$ cat config.mk
export PLATFORM = sky130hd
export DESIGN_NAME = ordered_char_list_engine
export DESIGN_NICKNAME = d
export VERILOG_FILES = /design/src/hw/rtl/olce_pkg.sv /design/src/hw/rtl/olce_cell.sv /design/src/hw/rtl/ordered_char_list_engine.sv
export SDC_FILE = /design/constraint.sdc
export NUM_CORES = 1
export LEC_CHECK = 0
export ABC_AREA = 1
export BUFFER_PORTS_ARGS = -buffer_cell sky130_fd_sc_hd__buf_2
export CORE_MARGIN = 2
export CORE_UTILIZATION = 40
export CTS_BUF_LIST = sky130_fd_sc_hd__clkbuf_4
export DETAILED_ROUTE_END_ITERATION = 6
export PLACE_DENSITY = 0.58
export SLEW_MARGIN = 20
export SYNTH_ARGS = -nofsm -noshare
export SYNTH_HDL_FRONTEND = slang
export SYNTH_HIERARCHICAL = 1
export SYNTH_SLANG_ARGS = --single-unit
$ cat constraint.sdc
create_clock -name clock -period 6.7 [get_ports clock]
set_input_delay 0 -clock clock [delete_from_list [all_inputs] [get_ports clock]]
set_output_delay 0 -clock clock [all_outputs]
set_load 0.03 [all_outputs]
$ cat src/hw/rtl/olce_pkg.sv
// shared constants, codes and cell command type for the ordered character list engine
// no dependencies; used by olce_cell and ordered_char_list_engine
`default_nettype none

package olce_pkg;

   localparam int DEPTH_DEFAULT = 16;
   localparam int MAX_DEPTH     = 256;
   // wide enough for any slot number or count up to MAX_DEPTH
   localparam int SLOT_W        = $clog2(MAX_DEPTH + 1);
   // cells examined per scan cycle of a search
   localparam int SCAN_LANES    = 8;

   localparam logic [1:0] FUNC_APPEND = 2'd0;
   localparam logic [1:0] FUNC_INSERT = 2'd1;
   localparam logic [1:0] FUNC_REMOVE = 2'd2;
   localparam logic [1:0] FUNC_SEARCH = 2'd3;

   localparam logic [1:0] STATUS_OK      = 2'd0;
   localparam logic [1:0] STATUS_FULL    = 2'd1;
   localparam logic [1:0] STATUS_EMPTY   = 2'd2;
   localparam logic [1:0] STATUS_BAD_POS = 2'd3;

   typedef enum logic [1:0] {
      CMD_HOLD   = 2'd0,
      CMD_APPEND = 2'd1,
      CMD_INSERT = 2'd2,
      CMD_REMOVE = 2'd3
   } olce_cmd_kind_type;

   // broadcast to every cell of the chain
   typedef struct packed {
      olce_cmd_kind_type   kind;
      logic [7:0]          value;
      logic [SLOT_W-1:0]   slot;
      logic [SLOT_W-1:0]   count;
   } olce_cmd_type;

endpackage

`default_nettype wire

$ cat src/hw/rtl/olce_cell.sv
// one storage cell of the list chain: holds a byte, takes from a neighbor on shifts
// depends on olce_pkg for the command struct
`default_nettype none

module olce_cell #(
   parameter int INDEX = 0
) (
   input  wire logic                  clock,
   input  wire olce_pkg::olce_cmd_type cmd,
   input  wire logic [7:0]            left_value,
   input  wire logic [7:0]            right_value,
   output logic      [7:0]            value,
   output logic                       hit
);

   localparam int SW = olce_pkg::SLOT_W;
   localparam logic [SW-1:0] MY_SLOT = SW'(INDEX);

   logic [7:0] value_ff;
   logic [7:0] value_in;

   always_comb begin
      value_in = value_ff;
      case (cmd.kind)
         olce_pkg::CMD_APPEND: begin
            if (MY_SLOT == cmd.slot) value_in = cmd.value;
         end
         olce_pkg::CMD_INSERT: begin
            if (MY_SLOT == cmd.slot) begin
               value_in = cmd.value;
            end else if (MY_SLOT > cmd.slot && MY_SLOT <= cmd.count) begin
               value_in = left_value;
            end
         end
         olce_pkg::CMD_REMOVE: value_in = right_value;
         default: value_in = value_ff;
      endcase
   end

   always_ff @(posedge clock) begin
      value_ff <= value_in;
   end

   assign value = value_ff;
   // only occupied cells may match
   assign hit   = (value_ff == cmd.value) && (MY_SLOT < cmd.count);

endmodule

`default_nettype wire

$ cat src/hw/rtl/ordered_char_list_engine.sv
// top level of the ordered character list engine: control, search scan, result register
// depends on olce_pkg and olce_cell
//
//   channel   dir   handshake               payload
//   req       in    req_tvalid/req_tready   func, value, position
//   rsp       out   rsp_tvalid/rsp_tready   status, found, found_index, occupancy
//
// append, insert, remove and a search of an empty list finish in the cycle they are
// accepted; the chain of cells shifts in that same cycle
// in a search the match flags are registered, then scanned eight cells per cycle until the
// first hit or the end of the occupied cells; the scan ends only once the output is free
// synchronous reset empties the list; cell contents are not cleared
// req_tready is low in reset, during a scan and while a result is held that rsp_tready
// does not take
`default_nettype none

module ordered_char_list_engine #(
   parameter int DEPTH = olce_pkg::DEPTH_DEFAULT
) (
   input  wire logic        clock,
   input  wire logic        reset,
   input  wire logic        req_tvalid,
   output logic             req_tready,
   // [1:0] func, [9:2] value, [14:10] position, [15] zero
   input  wire logic [15:0] req_tdata,
   output logic             rsp_tvalid,
   input  wire logic        rsp_tready,
   // [1:0] status, [2] found, [6:3] found_index, [11:7] occupancy, [15:12] zero
   output logic [15:0]      rsp_tdata
);

   localparam int SW    = olce_pkg::SLOT_W;
   localparam int CW    = $clog2(DEPTH + 1);
   localparam int LANES = (DEPTH < olce_pkg::SCAN_LANES) ? DEPTH : olce_pkg::SCAN_LANES;
   localparam int LW    = $clog2(LANES);
   localparam int BW    = $clog2(DEPTH + LANES + 1);

   typedef enum logic [1:0] {
      ST_IDLE = 2'b01,
      ST_SCAN = 2'b10
   } state_type;

   logic [1:0] req_func;
   logic [7:0] req_value;
   logic [4:0] req_position;

   assign req_func     = req_tdata[1:0];
   assign req_value    = req_tdata[9:2];
   assign req_position = req_tdata[14:10];

   state_type state_ff, state_in;
   logic [CW-1:0] count_ff, count_in;
   logic [DEPTH-1:0] scan_hit_ff, scan_hit_in;
   logic [BW-1:0] scan_base_ff, scan_base_in;

   logic       rsp_valid_ff, rsp_valid_in;
   logic [1:0] rsp_status_ff, rsp_status_in;
   logic       rsp_found_ff, rsp_found_in;
   logic [3:0] rsp_index_ff, rsp_index_in;
   logic [4:0] rsp_occ_ff, rsp_occ_in;

   logic out_free;
   logic accept;

   olce_pkg::olce_cmd_type cmd;
   logic [7:0] cell_value [DEPTH];
   logic [DEPTH-1:0] cell_hit;

   // decode of the accepted request
   logic [1:0]    dec_status;
   logic [CW-1:0] dec_count;
   logic          dec_scan;

   // scan window
   logic [LANES-1:0] scan_low;
   logic [LW-1:0]    pe_idx;
   logic             pe_any;
   logic [BW-1:0]    scan_next_base;
   logic             scan_end;
   logic             scan_done;

   logic [SW-1:0] cnt_ext;
   logic [SW-1:0] pos_ext;
   logic          full;
   logic          empty;

   assign out_free   = !rsp_valid_ff || rsp_tready;
   assign req_tready = !reset && (state_ff == ST_IDLE) && out_free;
   assign accept     = req_tvalid && req_tready;

   assign cnt_ext = SW'(count_ff);
   assign pos_ext = SW'(req_position);
   assign full    = (count_ff == CW'(DEPTH));
   assign empty   = (count_ff == '0);

   always_comb begin
      cmd.kind   = olce_pkg::CMD_HOLD;
      cmd.value  = req_value;
      cmd.slot   = cnt_ext;
      cmd.count  = cnt_ext;
      dec_status = olce_pkg::STATUS_OK;
      dec_count  = count_ff;
      dec_scan   = 1'b0;
      unique case (req_func)
         olce_pkg::FUNC_APPEND: begin
            if (full) begin
               dec_status = olce_pkg::STATUS_FULL;
            end else begin
               if (accept) cmd.kind = olce_pkg::CMD_APPEND;
               dec_count = count_ff + CW'(1);
            end
         end
         olce_pkg::FUNC_INSERT: begin
            if (full) begin
               dec_status = olce_pkg::STATUS_FULL;
            end else if (pos_ext == '0 || pos_ext > cnt_ext) begin
               dec_status = olce_pkg::STATUS_BAD_POS;
            end else begin
               if (accept) cmd.kind = olce_pkg::CMD_INSERT;
               cmd.slot  = pos_ext;
               dec_count = count_ff + CW'(1);
            end
         end
         olce_pkg::FUNC_REMOVE: begin
            if (empty) begin
               dec_status = olce_pkg::STATUS_EMPTY;
            end else begin
               if (accept) cmd.kind = olce_pkg::CMD_REMOVE;
               dec_count = count_ff - CW'(1);
            end
         end
         olce_pkg::FUNC_SEARCH: begin
            if (empty) begin
               dec_status = olce_pkg::STATUS_EMPTY;
            end else begin
               dec_scan = 1'b1;
            end
         end
         default: dec_status = olce_pkg::STATUS_OK;
      endcase
   end

   for (genvar g = 0; g < DEPTH; g++) begin : g_cell
      logic [7:0] left_value;
      logic [7:0] right_value;
      if (g == 0) begin : g_first
         assign left_value = req_value;
      end else begin : g_mid_l
         assign left_value = cell_value[g-1];
      end
      if (g == DEPTH - 1) begin : g_last
         assign right_value = cell_value[g];
      end else begin : g_mid_r
         assign right_value = cell_value[g+1];
      end
      olce_cell #(
         .INDEX (g)
      ) u_cell (
         .clock       (clock),
         .cmd         (cmd),
         .left_value  (left_value),
         .right_value (right_value),
         .value       (cell_value[g]),
         .hit         (cell_hit[g])
      );
   end

   assign scan_low       = scan_hit_ff[LANES-1:0];
   assign scan_next_base = scan_base_ff + BW'(LANES);
   assign scan_end       = scan_next_base >= BW'(count_ff);

   always_comb begin
      pe_idx = '0;
      pe_any = |scan_low;
      for (int i = LANES - 1; i >= 0; i--) begin
         if (scan_low[i]) pe_idx = LW'(i);
      end
   end

   assign scan_done = (state_ff == ST_SCAN) && (pe_any || scan_end) && out_free;

   always_comb begin
      state_in      = state_ff;
      count_in      = count_ff;
      scan_hit_in   = scan_hit_ff;
      scan_base_in  = scan_base_ff;
      rsp_valid_in  = rsp_valid_ff && !rsp_tready;
      rsp_status_in = rsp_status_ff;
      rsp_found_in  = rsp_found_ff;
      rsp_index_in  = rsp_index_ff;
      rsp_occ_in    = rsp_occ_ff;
      unique case (state_ff)
         ST_IDLE: begin
            if (accept) begin
               if (dec_scan) begin
                  state_in     = ST_SCAN;
                  scan_hit_in  = cell_hit;
                  scan_base_in = '0;
               end else begin
                  count_in      = dec_count;
                  rsp_valid_in  = 1'b1;
                  rsp_status_in = dec_status;
                  rsp_found_in  = 1'b0;
                  rsp_index_in  = '0;
                  rsp_occ_in    = 5'(dec_count);
               end
            end
         end
         ST_SCAN: begin
            if (scan_done) begin
               state_in      = ST_IDLE;
               rsp_valid_in  = 1'b1;
               rsp_status_in = olce_pkg::STATUS_OK;
               rsp_found_in  = pe_any;
               rsp_index_in  = pe_any ? 4'(scan_base_ff + BW'(pe_idx)) : 4'd0;
               rsp_occ_in    = 5'(count_ff);
            end else if (!pe_any && !scan_end) begin
               scan_hit_in  = scan_hit_ff >> LANES;
               scan_base_in = scan_next_base;
            end
         end
         default: state_in = ST_IDLE;
      endcase
   end

   always_ff @(posedge clock) begin
      if (reset) begin
         state_ff     <= ST_IDLE;
         count_ff     <= '0;
         rsp_valid_ff <= 1'b0;
      end else begin
         state_ff     <= state_in;
         count_ff     <= count_in;
         rsp_valid_ff <= rsp_valid_in;
      end
   end

   always_ff @(posedge clock) begin
      scan_hit_ff   <= scan_hit_in;
      scan_base_ff  <= scan_base_in;
      rsp_status_ff <= rsp_status_in;
      rsp_found_ff  <= rsp_found_in;
      rsp_index_ff  <= rsp_index_in;
      rsp_occ_ff    <= rsp_occ_in;
   end

   assign rsp_tvalid = rsp_valid_ff;
   assign rsp_tdata  = {4'b0, rsp_occ_ff, rsp_index_ff, rsp_found_ff, rsp_status_ff};

   a_count_bounded : assert property (@(posedge clock) disable iff (reset)
      count_ff <= CW'(DEPTH))
      else $error("entry count above depth");

   a_search_scans : assert property (@(posedge clock) disable iff (reset)
      (accept && req_func == olce_pkg::FUNC_SEARCH && !empty) |=> state_ff == ST_SCAN)
      else $error("search of a non-empty list did not start a scan");

   a_occ_tracks_count : assert property (@(posedge clock) disable iff (reset)
      rsp_valid_ff |-> rsp_occ_ff == 5'(count_ff))
      else $error("pending result occupancy differs from entry count");

   a_found_ok : assert property (@(posedge clock) disable iff (reset)
      (rsp_valid_ff && rsp_found_ff) |-> rsp_status_ff == olce_pkg::STATUS_OK)
      else $error("hit reported with a failing status");

endmodule

`default_nettype wire

Word-level counts from Yosys, hierarchy flattened. Index checks and enable logic that the tools add are counted.

Equal/unequal tests: 78. Magnitude comparators: 50. Mux-type cells: 130. $add $sub $neg: 4. Div/mod/pow operators: 0. Reductions and logical operators: 76. Shift-type cells: 0. Bitwise operators: 1. Multiply operators: 0.

Operators with widths (number): two-way mux 8 bit (48); case mux 8 bit (3 select lines) (15); equality test 8 bit (16); equality test 4 x 9 -> 1 bit (first input constant) (8); greater-than comparator 4 x 9 -> 1 bit (first input constant) (8); two-way mux 5 bit (13); two-way mux 16 bit (4); AND reduction 3 bit (18); != test 3 x 1 -> 1 bit (second input constant) (16); less-or-equal comparator 4 x 5 -> 1 bit (first input constant) (8); less-than comparator 4 x 5 -> 1 bit (first input constant) (8); logical AND 1 bit (39); equality test 3 x 9 -> 1 bit (first input constant) (4); greater-than comparator 3 x 9 -> 1 bit (first input constant) (4); != test 2 x 1 -> 1 bit (second input constant) (17); case mux 16 bit (2 select lines) (1); two-way mux 2 bit (14); two-way mux 3 bit (8); less-or-equal comparator 3 x 5 -> 1 bit (first input constant) (4); less-than comparator 3 x 5 -> 1 bit (first input constant) (4); case mux 5 bit (2 select lines) (2); equality test 2 x 9 -> 1 bit (first input constant) (2); greater-than comparator 1 x 9 -> 1 bit (first input constant) (2); greater-than comparator 2 x 9 -> 1 bit (first input constant) (2); other kinds (36) (74).

ROM bits: 0. Input port bits: 20. Logic and storage cells: 364. Register bits: 169. Memories: 0. Bits in latches: 0. Memory bits (writable): 0.

Longest topological paths before layout. Gate-level depths: netlist of the first run.

Depth after elaboration: 12. Gate-level depth with buffers: 20. Gate-level depth less buffers: 19.

Hierarchy. The synthesis of the first run kept the hierarchy.

By module, submodules not included: ordered_char_list_engine (sequential area each 1061.0 um^2, times used 1, area each 2412.3 um^2, cells an instance 297); olce_cell at g_cell[2].u_cell (sequential area each 240.2 um^2, times used 1, area each 950.9 um^2, cells an instance 157); olce_cell at g_cell[4].u_cell (sequential area each 240.2 um^2, times used 1, area each 924.6 um^2, cells an instance 143); olce_cell at g_cell[6].u_cell (sequential area each 240.2 um^2, times used 1, area each 915.9 um^2, cells an instance 149); olce_cell at g_cell[8].u_cell (sequential area each 240.2 um^2, times used 1, area each 912.1 um^2, cells an instance 139); olce_cell at g_cell[5].u_cell (sequential area each 240.2 um^2, times used 1, area each 909.6 um^2, cells an instance 131); olce_cell at g_cell[9].u_cell (sequential area each 240.2 um^2, times used 1, area each 908.4 um^2, cells an instance 136); olce_cell at g_cell[12].u_cell (sequential area each 240.2 um^2, times used 1, area each 897.1 um^2, cells an instance 138); olce_cell at g_cell[11].u_cell (sequential area each 240.2 um^2, times used 1, area each 890.9 um^2, cells an instance 137); olce_cell at g_cell[13].u_cell (sequential area each 240.2 um^2, times used 1, area each 873.3 um^2, cells an instance 137); olce_cell at g_cell[10].u_cell (sequential area each 240.2 um^2, times used 1, area each 868.3 um^2, cells an instance 140); olce_cell at g_cell[15].u_cell (sequential area each 240.2 um^2, times used 1, area each 864.6 um^2, cells an instance 124); olce_cell at g_cell[14].u_cell (sequential area each 240.2 um^2, times used 1, area each 857.1 um^2, cells an instance 128); olce_cell at g_cell[1].u_cell (sequential area each 240.2 um^2, times used 1, area each 815.8 um^2, cells an instance 120); +3 rows.

Worst setup path before layout of the first run. Ideal clock, no wire load.

Path kind: register -> register. From: register count_ff[3]. To: register g_cell[12].u_cell.value_ff[0] (enable). Period minus slack after synthesis: 5.031 ns. Arrival time: 4.661 ns. Path buffers: 0. Setup time: 0.371 ns. Setup slack: 1.669 ns. Stages on the path, launching flop included: 15. Required time: 6.329 ns. Cell sequence: dfxtp_1 > inv_1 > ha_1 > nand2_1 > nor2_1 > nand2_1 > nand2_4 > nand3_2 > o221ai_1 > nand2_2 > nor2_8 > nand3_1 > nand2_1 > nand2_1 > nor2_1.

RTL lines: start, declared (line ordered_char_list_engine.sv:52) `logic [CW-1:0] count_ff, count_in;`; start signal, assigned (line ordered_char_list_engine.sv:233) `count_ff <= count_in;`; end signal, assigned (line olce_cell.sv:41) `value_ff <= value_in;`; end, declared (line olce_cell.sv:19) `logic [7:0] value_ff;`.

==> results of run 1 <==
## critical path: stages, from the launching register on
cell and delay, ns:
dfxtp_1 0.34, buf_4 0.40, inv_1 0.26, ha_1 0.33
nand2_1 0.07, nor2_1 0.13, nand2_1 0.11, nand2_4 0.11
nand3_2 0.22, a211oi_4 0.95, buf_4 0.40, nor2_1 0.08
nand2_1 0.08, nand2_1 0.06, nor2_1 0.61
## cell usage after synthesis, types with 11 or more instances
master	number
a21oi_1	15
buf_2	27
buf_4	19
edfxtp_1	158
ha_1	12
inv_1	496
inv_2	38
nand2_1	519
nand2_2	24
nand2_4	15
nand3_1	400
nand3_2	11
nand4_1	23
nor2_1	190
nor2_2	29
nor2_4	26
nor2_8	24
nor3_1	19
o21ai_0	135
o21ai_1	21
o21bai_1	34
xnor2_1	71
xor2_1	51
## metal layers
| layer | vias to the layer above | track usage, % | share of wire [%] |
|---|---|---|---|
| met4 | 0 | 5.92 | 1.9 |
| met2 | 421 | 38.6 | 47 |
| met5 | - | 0 | 0 |
| met1 | 7037 | 30.9 | 46 |
| met3 | 49 | 2.71 | 5.5 |
| li1 | 7865 | - | - |
## final timing paths
kind / endpoint / depth (start not counted) / from / slack (ns)
worst min-delay path: rsp_status_ff[1] / 6 / req_tdata[14] / 0.05
worst max-delay path: g_cell[12].u_cell/value[1] / 14 / count_ff[3] / 2.17
worst max register to register: g_cell[12].u_cell/value[1] / 14 / count_ff[3] / 2.17
worst min register to register: scan_hit_ff[3] / 2 / scan_hit_ff[11] / 0.54
## through the flow
step	hold slack, ns	power (mW)	worst slack, ns	std cells
final	0.0526	3.77	2.17	3176
after detailed placement	0.222	3.07	2.17	3133
after global placement	0.219	3.04	2.21	3133
after global routing	0.0528	4.05	1.83	3176
after CTS	0.0129	3.79	2.13	3174
after floorplan	0.0691	2.63	1.67	2604
## cells in the final DEF, fill, tap and decap left out, types with 7 or more instances in the layout
cell type,Yosys,layout
nand2_1,519,519
inv_1,496,496
nand3_1,400,400
nor2_1,190,190
conb_1,1,174
edfxtp_1,158,158
o21ai_0,135,135
xnor2_1,71,71
xor2_1,51,51
inv_2,38,38
o21bai_1,34,34
buf_2,27,32
nor2_2,29,29
nor2_4,26,26
buf_4,19,26
nand2_2,24,24
nor2_8,24,24
nand4_1,23,23
o21ai_1,21,19
nor3_1,19,18
clkbuf_4,0,17
a21oi_1,15,15
nand2_4,15,15
ha_1,12,12
nand3_2,11,11
dlygate4sd3_1,0,9
dfxtp_1,8,8
inv_6,2,7
nand3b_1,7,7
## power by group through the flow
stage	registers (mW)	logic, mW	clock network, mW
after floorplan	1.44	1.19	0
after global placement	1.38	1.66	0
after detailed placement	1.38	1.69	0
after CTS	1.36	1.70	0.727
after global routing	1.37	1.92	0.758
final	1.36	1.71	0.709
## sequential cells by signal, indices dropped and copies added, names as in the netlist
name and flops:
g_cell.u_cell/value 128, scan_hit_ff 16, count_ff 5, rsp_occ_ff 5, rsp_index_ff 4, rsp_status_ff 2
scan_base_ff 2, state_ff 2, rsp_found_ff 1, rsp_tvalid 1
## cell type report
cell class | instances | area, um^2
repair buffers | 69 | 485
inverters | 539 | 2040
well taps | 532 | 666
multi-input cells | 1836 | 9730
diodes | 2 | 5.00
flip-flops and latches | 166 | 4900
fillers | 4184 | 22500
clock buffers | 17 | 128
clock inverters | 15 | 196
## logic make-up (layout without fill, tap and decap cells)
| group | Yosys count | in the layout | synth area share, % |
|---|---|---|---|
| AND/OR/NAND/NOR | 1309 | 1309 | 40.1 |
| adder cells (fa/ha/maj) | 12 | 12 | 0.916 |
| AO/OA/AOI/OAI | 219 | 219 | 7.45 |
| other | 1 | 176 | 0.0229 |
| flip-flops | 166 | 166 | 29.9 |
| buffers and inverters | 602 | 640 | 15.1 |
| XOR/XNOR | 122 | 122 | 6.52 |
## what timing repair did
item                                    CTS  global route
hold buffers                              9             0
hold endpoints to repair                 13             0
endpoints found under the setup margin    0             0
==> results.md, run 1 <==
- The combined global-route utilization of all metal layers is 22.9%.
- The number of flops mapped to enable cells by yosys is 158.
- The TritonCTS clock tree is built.
- The cell area power density is 208 nW/um^2.
- The data arrival time at the worst-slack endpoint is 4.80 ns.
- The number of max-slew violations in the final report is 0.
- After synthesis, flip-flops and latches occupy 29.9% of the total area.
- The worst slew margin relative to its limit is 29.6%.
- The largest clock skew in the final design is 0.0372 ns.
- The initial DRC count is 1,302.
- The number of setup buffers added after CTS is 0.
- Dividing the detail-routed via count by the number of cells gives 4.84.
- The share of total power dissipated in the clock network is 18.8%.
- The synthesized design spends more area on one cell type than any other, namely edfxtp_1.
- The floorplan step set the die height to 206 um.
- Along the worst path, the maximum fanout reaches 31.
- The first-pass detailed-route iteration total is 5.
- The congestion estimate from routability-driven global placement came to 0.855.
- The flow ran to the end, and the final reports show no timing, DRC or antenna violations.
- The root buffer cell chosen for the clock tree is clkbuf_4.
- CTS saw 166 sinks.
- The critical path class is reg2reg.
- The detail route stage leaves a number of antenna-violating nets equal to 0.
- The number of resized instances in the post-cts repair step is 0.
- The number of antenna violations at the first check in global routing was 2.
- The highest attainable clock frequency is 0.221 GHz.
- STA puts the critical path data required time at 6.97 ns.
- The commonest register cell after synthesis is edfxtp_1.
- The summed area of non-filler cells in the final layout is 18,200 um^2.
- The kind of path behind the tightest hold check is in2reg.
- After the last flow step, the layout net total stands at 2,661.
- The count of vias placed by the detailed router is 15,400.
- TritonCTS created 17 clock buffers.
- The share of power burned in combinational logic is 45.2%.
- The starting density of the core is 40.3%.
- After synthesis the netlist holds a flip-flop and latch count of 166.
- The share of total power in sequential cells is 36.0%.
- By area the synthesized netlist is led by edfxtp_1 29%, nand3_1 12%, nand2_1 12%.
- The worst path needs 4.53 ns of the cycle, external delays included.
- The sum of negative setup slack is 0 ns.
- The final critical-path share of the clock period is 67.6%.
- The clock passes through at most 2 buffers.
- The net switching component of the power is 1.73 mW.
- The pin slew with the least headroom to its limit is 1.06 ns.
- The internal power consumption is 2.04 mW.
- The count of pins on the block boundary is 38.
- The number of global-route vias before repair is 14,600.
- Synthesis produced 2,431 cells.
- Once placement finished, the instance area stood at 17,700 um^2.
- The count of final hold-check violations came to 0.
- The critical path capture point type is a flop.
- Setup repair after global routing left no endpoint under its margin.
- The count of port buffers added during placement is 32.
- Yosys printed 6 warnings.
- Of the total power, the share spent switching nets is 45.9%.
- The die covers 42,600 um^2.
- The worst voltage drop across the vdd grid is 0.155 mV.
- The synthesized area per cell is 6.75 um^2.
- The analysis attributes to cell leakage a power of 8.79 nW.
- The final wirelength is 47,000 um.
- The deepest level of the CTS H-tree is 4.
- STA classifies the critical path startpoint as a flop.
- The placed wire-length estimate is 31,900 um.
- The setup-violating endpoint count in the final report is 0.
- The fraction of layout cells with a size suffix above 1 is 10.9%.
- The remaining design rule violation count is 0.
- Of the post-synthesis cell area, the dominant cell type holds 28.9%.
- The netlist area before placement is 16,400 um^2.
- The final global-route overflow total is 0.
- The register clock-pin slew on the reported worst setup and hold paths is 0.16 ns.
- The unique cell type count in the Yosys netlist is 58.
- The total core area is 40,600 um^2.
- The horizontal die dimension is 206 um.
- The max-capacitance violation count is 0.
- Entering global routing, the biggest net connects 91 pins.
- The detail-routed net length per standard cell is 14.8 um.
- The fraction of registers with async set or reset after synthesis is 0%.
- The number of standard-cell rows in the floorplan is 74.
- The utilization after layout is 44.7%.
- Compared with the post-synthesis result, the final layout area differs by 10.7%.
- The clock latency reported for the late side of the worst-skew pair is 0.64 ns.
- The wire length of the first global-routing pass is 76,600 um.
Note: power is estimated with default switching activity, not from simulation.
==> run 2, diff against run 1 <==
==> constraint.sdc (replaced) <==
create_clock -name clock -period 4.3 [get_ports clock]
set_input_delay 0 -clock clock [delete_from_list [all_inputs] [get_ports clock]]
set_output_delay 0 -clock clock [all_outputs]
set_load 0.03 [all_outputs]
==> run 2 against run 1 <==
Against the previous run: first-iteration DRC count down 7.0%; sequential power grew 56%; clock power up 51%; count of clock-buffer cells in the layout unchanged; die area is the same; non-clock buffer count up 6; design area grew 0.42%; utilization rose by 0.19 points; routed wire length up 0.19%; highest routed layer unchanged.
==> results.md, run 2 (synthesized netlist as in run 1, its figures left out) <==
- The flow ran to the end, and the final reports show no timing, DRC or antenna violations.
- The post-route total power is 5.88 mW (+56%).
- The total met2 wirelength after detailed routing came to 22,400 um (+2.3%).
- The worst slew margin relative to its limit is 27.1% (-2.5 points).
- The worst hold path terminates at rsp_status_ff[1].
- The clock group share of total power is 18.1% (-0.7 points).
- The chip height is 206 um (unchanged).
- The count of vias placed by the detailed router is 15,300 (-0.23%).
- The destination of the worst register-to-register timing path is g_cell[15].u_cell/value[7].
- The length of routed met3 wiring is 1860 um (-28%).
- The highest attainable clock frequency is 0.261 GHz (+18%).
- The number of flip-flops in the largest register is 128 (unchanged).
- The library cell used most frequently in the layout, excluding fill and tap cells, is nand2_1.
- The detailed-routing wirelength on met1 is 22,100 um (+2.1%).
- The number of setup buffers added after CTS is 0 (unchanged).
- The placed wire-length estimate is 33,500 um (+4.8%).
- CTS placed an instance of clkbuf_4 at the clock tree root.
- The deepest level of the CTS H-tree is 4 (unchanged).
- The share of power burned in combinational logic was 45.8% (+0.6 points).
- TritonCTS built the clock tree.
- The post-detailed-route count of antenna-violating nets is 0 (unchanged).
- The number of inserted filler cells in the final layout is 4,241 (+1.4%).
- The count of nets after finishing was 2,667 (+0.23%).
- The max-capacitance violation count is 0 (unchanged).
- The setup-violating endpoint count in the final report was 0 (unchanged).
- The highest metal layer with signal wires is met4.
- The stage delay of the slowest cell on the critical path is 0.63 ns (-0.32 ns).
- The count of pins on the block boundary is 38 (unchanged).
- The clock latency reported for the late side of the worst-skew pair is 0.66 ns (+0.02 ns).
- The final critical-path share of the clock period came to 89.1% (+21 points).
- The critical path class is reg2reg.
- The setup slack at placement is 0.480 ns (-1.69 ns).
- The total core area is 40,600 um^2 (unchanged).
- The maximum fanout along the worst path is 18 (-42%).
- The final global-route overflow total is 0 (unchanged).
- The final wirelength came to 47,100 um (+0.19%).
- The sum of negative setup slack is 0 ns (unchanged).
- The wire length of the first global-routing pass is 76,900 um (+0.41%).
- The minimum setup slack among reg-to-reg paths came to 0.47 ns (-1.70 ns).
- The kind of path behind the tightest hold check is in2reg.
- The cell depth of the worst flop-to-flop path is 15 (+1).
- The reg-to-reg startpoint is count_ff[2].
- In this run the most critical hold path is launched from req_tdata[13].
- Among the stages of the critical path, the cell type that occurs most often is nand2_1.
- The signal on the critical path passes through inv_1, ha_1, nand2_1, nor2_1, nand2_1, nand2_4, nand3_2, o21ai_4, buf_4, nand2_2, nor2_8, nand3_4, nand2_1, o21ai_1, nand2_1.
- The per-cell via count in the routed design was 4.82 (-0.45%).
- The instance count along the most critical hold path was 6 (unchanged).
- The cell area power density is 322 nW/um^2 (+55%).
- The worst voltage drop across the vdd grid is 0.194 mV (+25%).
- STA classifies the critical path endpoint as a flop.
- The number of sinks driven by the clock tree is 166 (unchanged).
- The proportion of total power due to net switching is 46.1% (+0.26 points).
- The area growth from synthesis to layout is 11.2%.
- The data arrival time at the worst-slack endpoint is 4.14 ns (-0.66 ns).
- The largest clock skew in the final design came to 0.0377 ns (+0.000519 ns).
- The die area came to 42,600 um^2 (unchanged).
- The fraction of layout cells with a size suffix above 1 is 11.1% (+0.20 points).
- The worst path setup slack after routing came to 0.470 ns (-1.70 ns).
- The internal power consumption is 3.17 mW (+55%).
- The count of final hold-check violations was 0 (unchanged).
- The utilization after layout is 44.9% (+0.19 points).
- The number of standard-cell rows in the floorplan is 74 (unchanged).
- The initial DRC count was 1,211 (-7.0%).
- The detail-routed net length per standard cell is 14.8 um (about the same).
- Among all stages on the critical path, the largest delay is contributed by o21ai_4.
- The pin count of the biggest net entering global routing is 94 (+3.3%).
- The share of total power in sequential cells is 36.1% (about the same).
- The number of max-slew violations in the final report is 0 (unchanged).
- The library cells used most frequently in the layout, excluding fill and tap cells, are 519 x nand2_1, 496 x inv_1, 400 x nand3_1.
- The final weighted congestion of routability-driven global placement came to 0.846 (-0.99%).
- The remaining design rule violation count came to 0 (unchanged).
- Setup repair after global routing left no endpoint under its margin.
- The net switching component of the power came to 2.71 mW (+57%).
- The required time of the critical path was 4.61 ns (-2.36 ns).
- The number of global-route vias before repair is 14,700 (+1.1%).
- The final critical delay including setup and external delays was 3.83 ns (-0.699 ns).
- The post-route worst hold slack is 0.0671 ns (+0.0146 ns).
- The count of port buffers added during placement is 32 (unchanged).
- The leakage power was 8.83 nW (+0.41%).
- The horizontal die dimension came to 206 um (unchanged).
- The pin slew with the least headroom to its limit was 1.09 ns (+0.0368 ns).
- The combined global-route utilization of all metal layers is 23.1% (+0.23 points).
- The register clock-pin slew on the reported worst setup and hold paths is 0.16 ns (about the same).
- The first-pass detailed-route iteration total is 5 (unchanged).
- The TritonCTS buffer count is 17 (unchanged).
- The number of antenna violations at the first check in global routing is 3 (+1).
- The starting density of the core is 40.3% (unchanged).
- The sort of element at the start of the critical path is a flop.
- The number of buffers on the longest clock path came to 2 (unchanged).
-- run 2: stage by stage --
stage	cell area, um^2	cells
after global routing	18200	3182
after global placement	17800	3139
final	18200	3183
after detailed placement	17800	3139
after CTS	18200	3180
after floorplan	17100	2604
-- run 2: cell type report --
cell class	instances	area, um^2	area share (%)
repair buffers	75	568	3.11
inverters	539	2040	11.2
multi-input cells	1836	9730	53.4
clock inverters	15	188	1.03
well taps	532	666	3.65
diodes	3	7.51	0.0412
flip-flops and latches	166	4900	26.9
clock buffers	17	128	0.700
-- run 2: worst max path at each step --
| stage | startpoint | endpoint |
|---|---|---|
| floorplan | count_ff[3] | g_cell[0].u_cell/value[0] |
| global placement | count_ff[3] | g_cell[6].u_cell/value[6] |
| detailed placement | count_ff[4] | g_cell[6].u_cell/value[2] |
| CTS | count_ff[4] | g_cell[15].u_cell/value[7] |
| global route | count_ff[4] | g_cell[15].u_cell/value[7] |
| finish | count_ff[2] | g_cell[15].u_cell/value[7] |
-- run 2: timing repair --
action | 4_1_cts | 5_1_grt
resized for setup | 0 | 0
hold buffers | 9 | 0
setup endpoints to repair | 0 | 0
endpoints found under the hold margin | 14 | 0
-- run 2: power by group through the flow --
stage               Combinational (mW)  Sequential, mW  Clock [mW]
detailed placement                2.66            2.16           0
global route                      3.00            2.14        1.15
floorplan                         1.86            2.24           0
global placement                  2.62            2.16           0
CTS                               2.69            2.12        1.09
finish                            2.69            2.12        1.07
-- run 2: critical path, delay by kind of cell (launching register included) --
kind | cells | cell delay (ns)
and+or+nand+nor | 10 | 1.47
AOI/OAI and AO/OA | 2 | 0.69
buffers and inverters | 2 | 0.54
DFF | 1 | 0.44
adders and majority gates | 1 | 0.33
-- run 2: metal layers --
layer	GRT usage, %	up-vias
met4	6.63	0
li1	-	7871
met1	30.7	7118
met3	3.20	48
met5	0	-
met2	38.9	299
==> run 3, diff against run 2 <==
--- a/config.mk
+++ b/config.mk
@@ -7,11 +7,12 @@
 export LEC_CHECK = 0
 export ABC_AREA = 1
 export BUFFER_PORTS_ARGS = -buffer_cell sky130_fd_sc_hd__buf_2
+export CORE_ASPECT_RATIO = 1.75
 export CORE_MARGIN = 2
 export CORE_UTILIZATION = 40
 export CTS_BUF_LIST = sky130_fd_sc_hd__clkbuf_4
 export DETAILED_ROUTE_END_ITERATION = 6
-export PLACE_DENSITY = 0.58
+export PLACE_DENSITY = 0.61
 export SLEW_MARGIN = 20
 export SYNTH_ARGS = -nofsm -noshare
 export SYNTH_HDL_FRONTEND = slang
==> run 3 against run 2 <==
Against the previous run: global-route usage is 0.36 points higher; count of clock-buffer cells in the layout rose by 1; register-to-register slack is essentially flat; via count up 0.87%; power decreased by 2.6%; maximum frequency is essentially flat; non-clock buffer count up 2; first-iteration DRC count decreased by 16%; sequential cell count is the same; hold slack better by 0.0073 ns.
==> results.md, run 3 (synthesized netlist as in run 1, its figures left out) <==
- The instance count along the most critical hold path is 6 (unchanged).
- The count of final hold-check violations is 0 (unchanged).
- The wire length of the first global-routing pass is 78,200 um (+1.7%).
- The chip height came to 272 um (+32%).
- Leaving out fill and tap cells, the most frequent cells in the layout are 519 x nand2_1, 496 x inv_1, 400 x nand3_1.
- The final global-route overflow total is 0 (unchanged).
- The number of buffers on the longest clock path is 2 (unchanged).
- The final weighted congestion of routability-driven global placement is 0.945 (+12%).
- The leakage power is 8.81 nW (-0.20%).
- The most frequent standard cell in the layout excluding fill and tap cells is nand2_1.
- The count of pins on the block boundary came to 38 (unchanged).
- The worst setup path is captured at a flop.
- The final critical-path share of the clock period is 89.0% (about the same).
- TritonCTS built the clock tree.
- The sort of element at the start of the critical path is a flop.
- The number of sinks driven by the clock tree came to 166 (unchanged).
- The data arrival time at the worst-slack endpoint is 4.14 ns (about the same).
- The maximum fanout along the worst path was 18 (unchanged).
- The per-cell via count in the routed design is 4.83 (+0.31%).
- The count of nets after finishing came to 2,669 (+0.075%).
- The total core area is 40,700 um^2 (+0.15%).
- The fraction of layout cells with a size suffix above 1 was 11.0% (-0.046 points).
- The register clock-pin slew on the reported worst setup and hold paths is 0.14 ns (-0.02 ns).
- The largest clock skew in the final design was 0.0293 ns (-0.00841 ns).
- The post-detailed-route count of antenna-violating nets is 0 (unchanged).
- The root cell of the clock tree is clkbuf_4.
- The count of port buffers added during placement was 32 (unchanged).
- The number of inserted filler cells in the final layout is 4,291 (+1.2%).
- The initial DRC count is 1,019 (-16%).
- The deepest level of the CTS H-tree came to 4 (unchanged).
- The number of flip-flops in the largest register was 128 (unchanged).
- The horizontal die dimension is 157 um (-24%).
- The area of the multi-input gates is 9730 um^2 (unchanged).
- The number of global-route vias before repair is 15,300 (+4.0%).
- Setup repair after global routing left no endpoint under its margin.
- The post-route worst hold slack is 0.0745 ns (+0.00735 ns).
- The worst slew margin relative to its limit is 26.1% (-1.0 points).
- The detail-routed net length per standard cell is 15.3 um (+3.2%).
- The cell area power density was 315 nW/um^2 (-2.3%).
- The count of non-filler cells in the finished layout is 3,201 (+0.57%).
- The worst voltage drop across the vdd grid is 0.174 mV (-10%).
- The footprint of the flip-flops and latches is 4900 um^2 (unchanged).
- The critical path class is reg2reg.
- The cell depth of the worst flop-to-flop path is 15 (unchanged).
- The required time of the critical path is 4.61 ns (about the same).
- The die area is 42,700 um^2 (+0.15%).
- The pin slew with the least headroom to its limit is 1.11 ns (+0.0153 ns).
- The placed wire-length estimate is 36,300 um (+8.5%).
- The combined global-route utilization of all metal layers came to 23.4% (+0.36 points).
- The count of vias placed by the detailed router was 15,500 (+0.87%).
- The post-route total power is 5.73 mW (-2.6%).
- The number of cells in the design after placement is 3,160 (+0.67%).
- The pin count of the biggest net entering global routing is 72 (-23%).
- The clock latency reported for the late side of the worst-skew pair was 0.64 ns (-0.02 ns).
- Compared with the post-synthesis result, the final layout area differs by 10.9%.
- The starting density of the core is 40.3% (-0.062 points).
- The number of standard-cell rows in the floorplan is 98 (+32%).
- The remaining design rule violation count is 0 (unchanged).
- The number of antenna violations at the first check in global routing is 1 (-2).
- The sum of negative setup slack is 0 ns (unchanged).
- The max-capacitance violation count is 0 (unchanged).
- The highest attainable clock frequency came to 0.261 GHz (about the same).
- The setup-violating endpoint count in the final report is 0 (unchanged).
- The run finished with clean final reports.
- The first-pass detailed-route iteration total is 5 (unchanged).
- The number of max-slew violations in the final report was 0 (unchanged).
- The final wirelength was 48,900 um (+3.8%).
- The final critical delay including setup and external delays is 3.83 ns (-0.00188 ns).
- The min-delay analysis places its worst path in the category in2reg.
- The TritonCTS buffer count is 17 (unchanged).
-- run 3: changes by cell type in the layout (fill, tap and decap cells not counted), sizes merged, moves of 2 or more --
cell    previous run  this run
diode              3         1
inv              544       538
buf               66        69
clkinv             7        13
-- run 3: timing repair --
| action | CTS | global route |
|---|---|---|
| gates resized for setup | 0 | 0 |
| setup buffers | 0 | 0 |
| hold endpoints to repair | 13 | 0 |
| hold buffers | 8 | 0 |
-- run 3: routing by layer --
metal | part of all wire [%] | wire, um | global-route usage (%)
met5 | 0 | 0 | 0
met3 | 3.3 | 1590 | 2.47
met2 | 54 | 26600 | 45.5
met4 | 5.4 | 2630 | 13.1
met1 | 37 | 18000 | 23.8
-- run 3: final cells by class --
class | instances | share of cell area, %
well taps | 550 | 3.78
flip-flops and latches | 166 | 27.0
multi-input cells | 1836 | 53.5
diodes | 1 | 0.0138
repair buffers | 77 | 3.12
clock buffers | 18 | 0.743
inverters | 539 | 11.2
clock inverters | 14 | 0.606
-- run 3: final timing paths --
kind                        start                         end  slack, ns
hold / removal      req_tdata[14]            rsp_status_ff[1]       0.07
setup reg to reg      count_ff[3]  g_cell[15].u_cell/value[3]       0.47
hold reg to reg   scan_hit_ff[13]              scan_hit_ff[5]       0.54
setup / recovery      count_ff[3]  g_cell[15].u_cell/value[3]       0.47
-- run 3: where the power goes --
part / internal (mW) / switching, mW / total, mW
logic: 0.788 / 1.91 / 2.70
registers: 2.00 / 0.132 / 2.14
clock network: 0.286 / 0.607 / 0.893
-- run 3: metrics by stage --
step / area [um^2] / util (%) / setup slack [ns]
6_report: 18200 / 44.7 / 0.472
5_1_grt: 18200 / 44.7 / 0.163
4_1_cts: 18200 / 44.7 / 0.417
3_5_place_dp: 17900 / 43.9 / 0.451
3_3_place_gp: 17900 / 43.9 / 0.559
2_1_floorplan: 17100 / - / 0.0193
-- run 3: critical path, cell delays in order (launching register included) --
cell and delay (ns):
dfxtp_1 0.42, inv_1 0.17, ha_1 0.31, nand2_1 0.07
nor2_1 0.15, nand2_1 0.11, nand2_4 0.12, nand3_2 0.21
o21ai_4 0.61, buf_4 0.39, nand2_2 0.14, nor2_8 0.22
nand3_4 0.14, nand2_1 0.08, o21ai_1 0.05, nand2_1 0.29
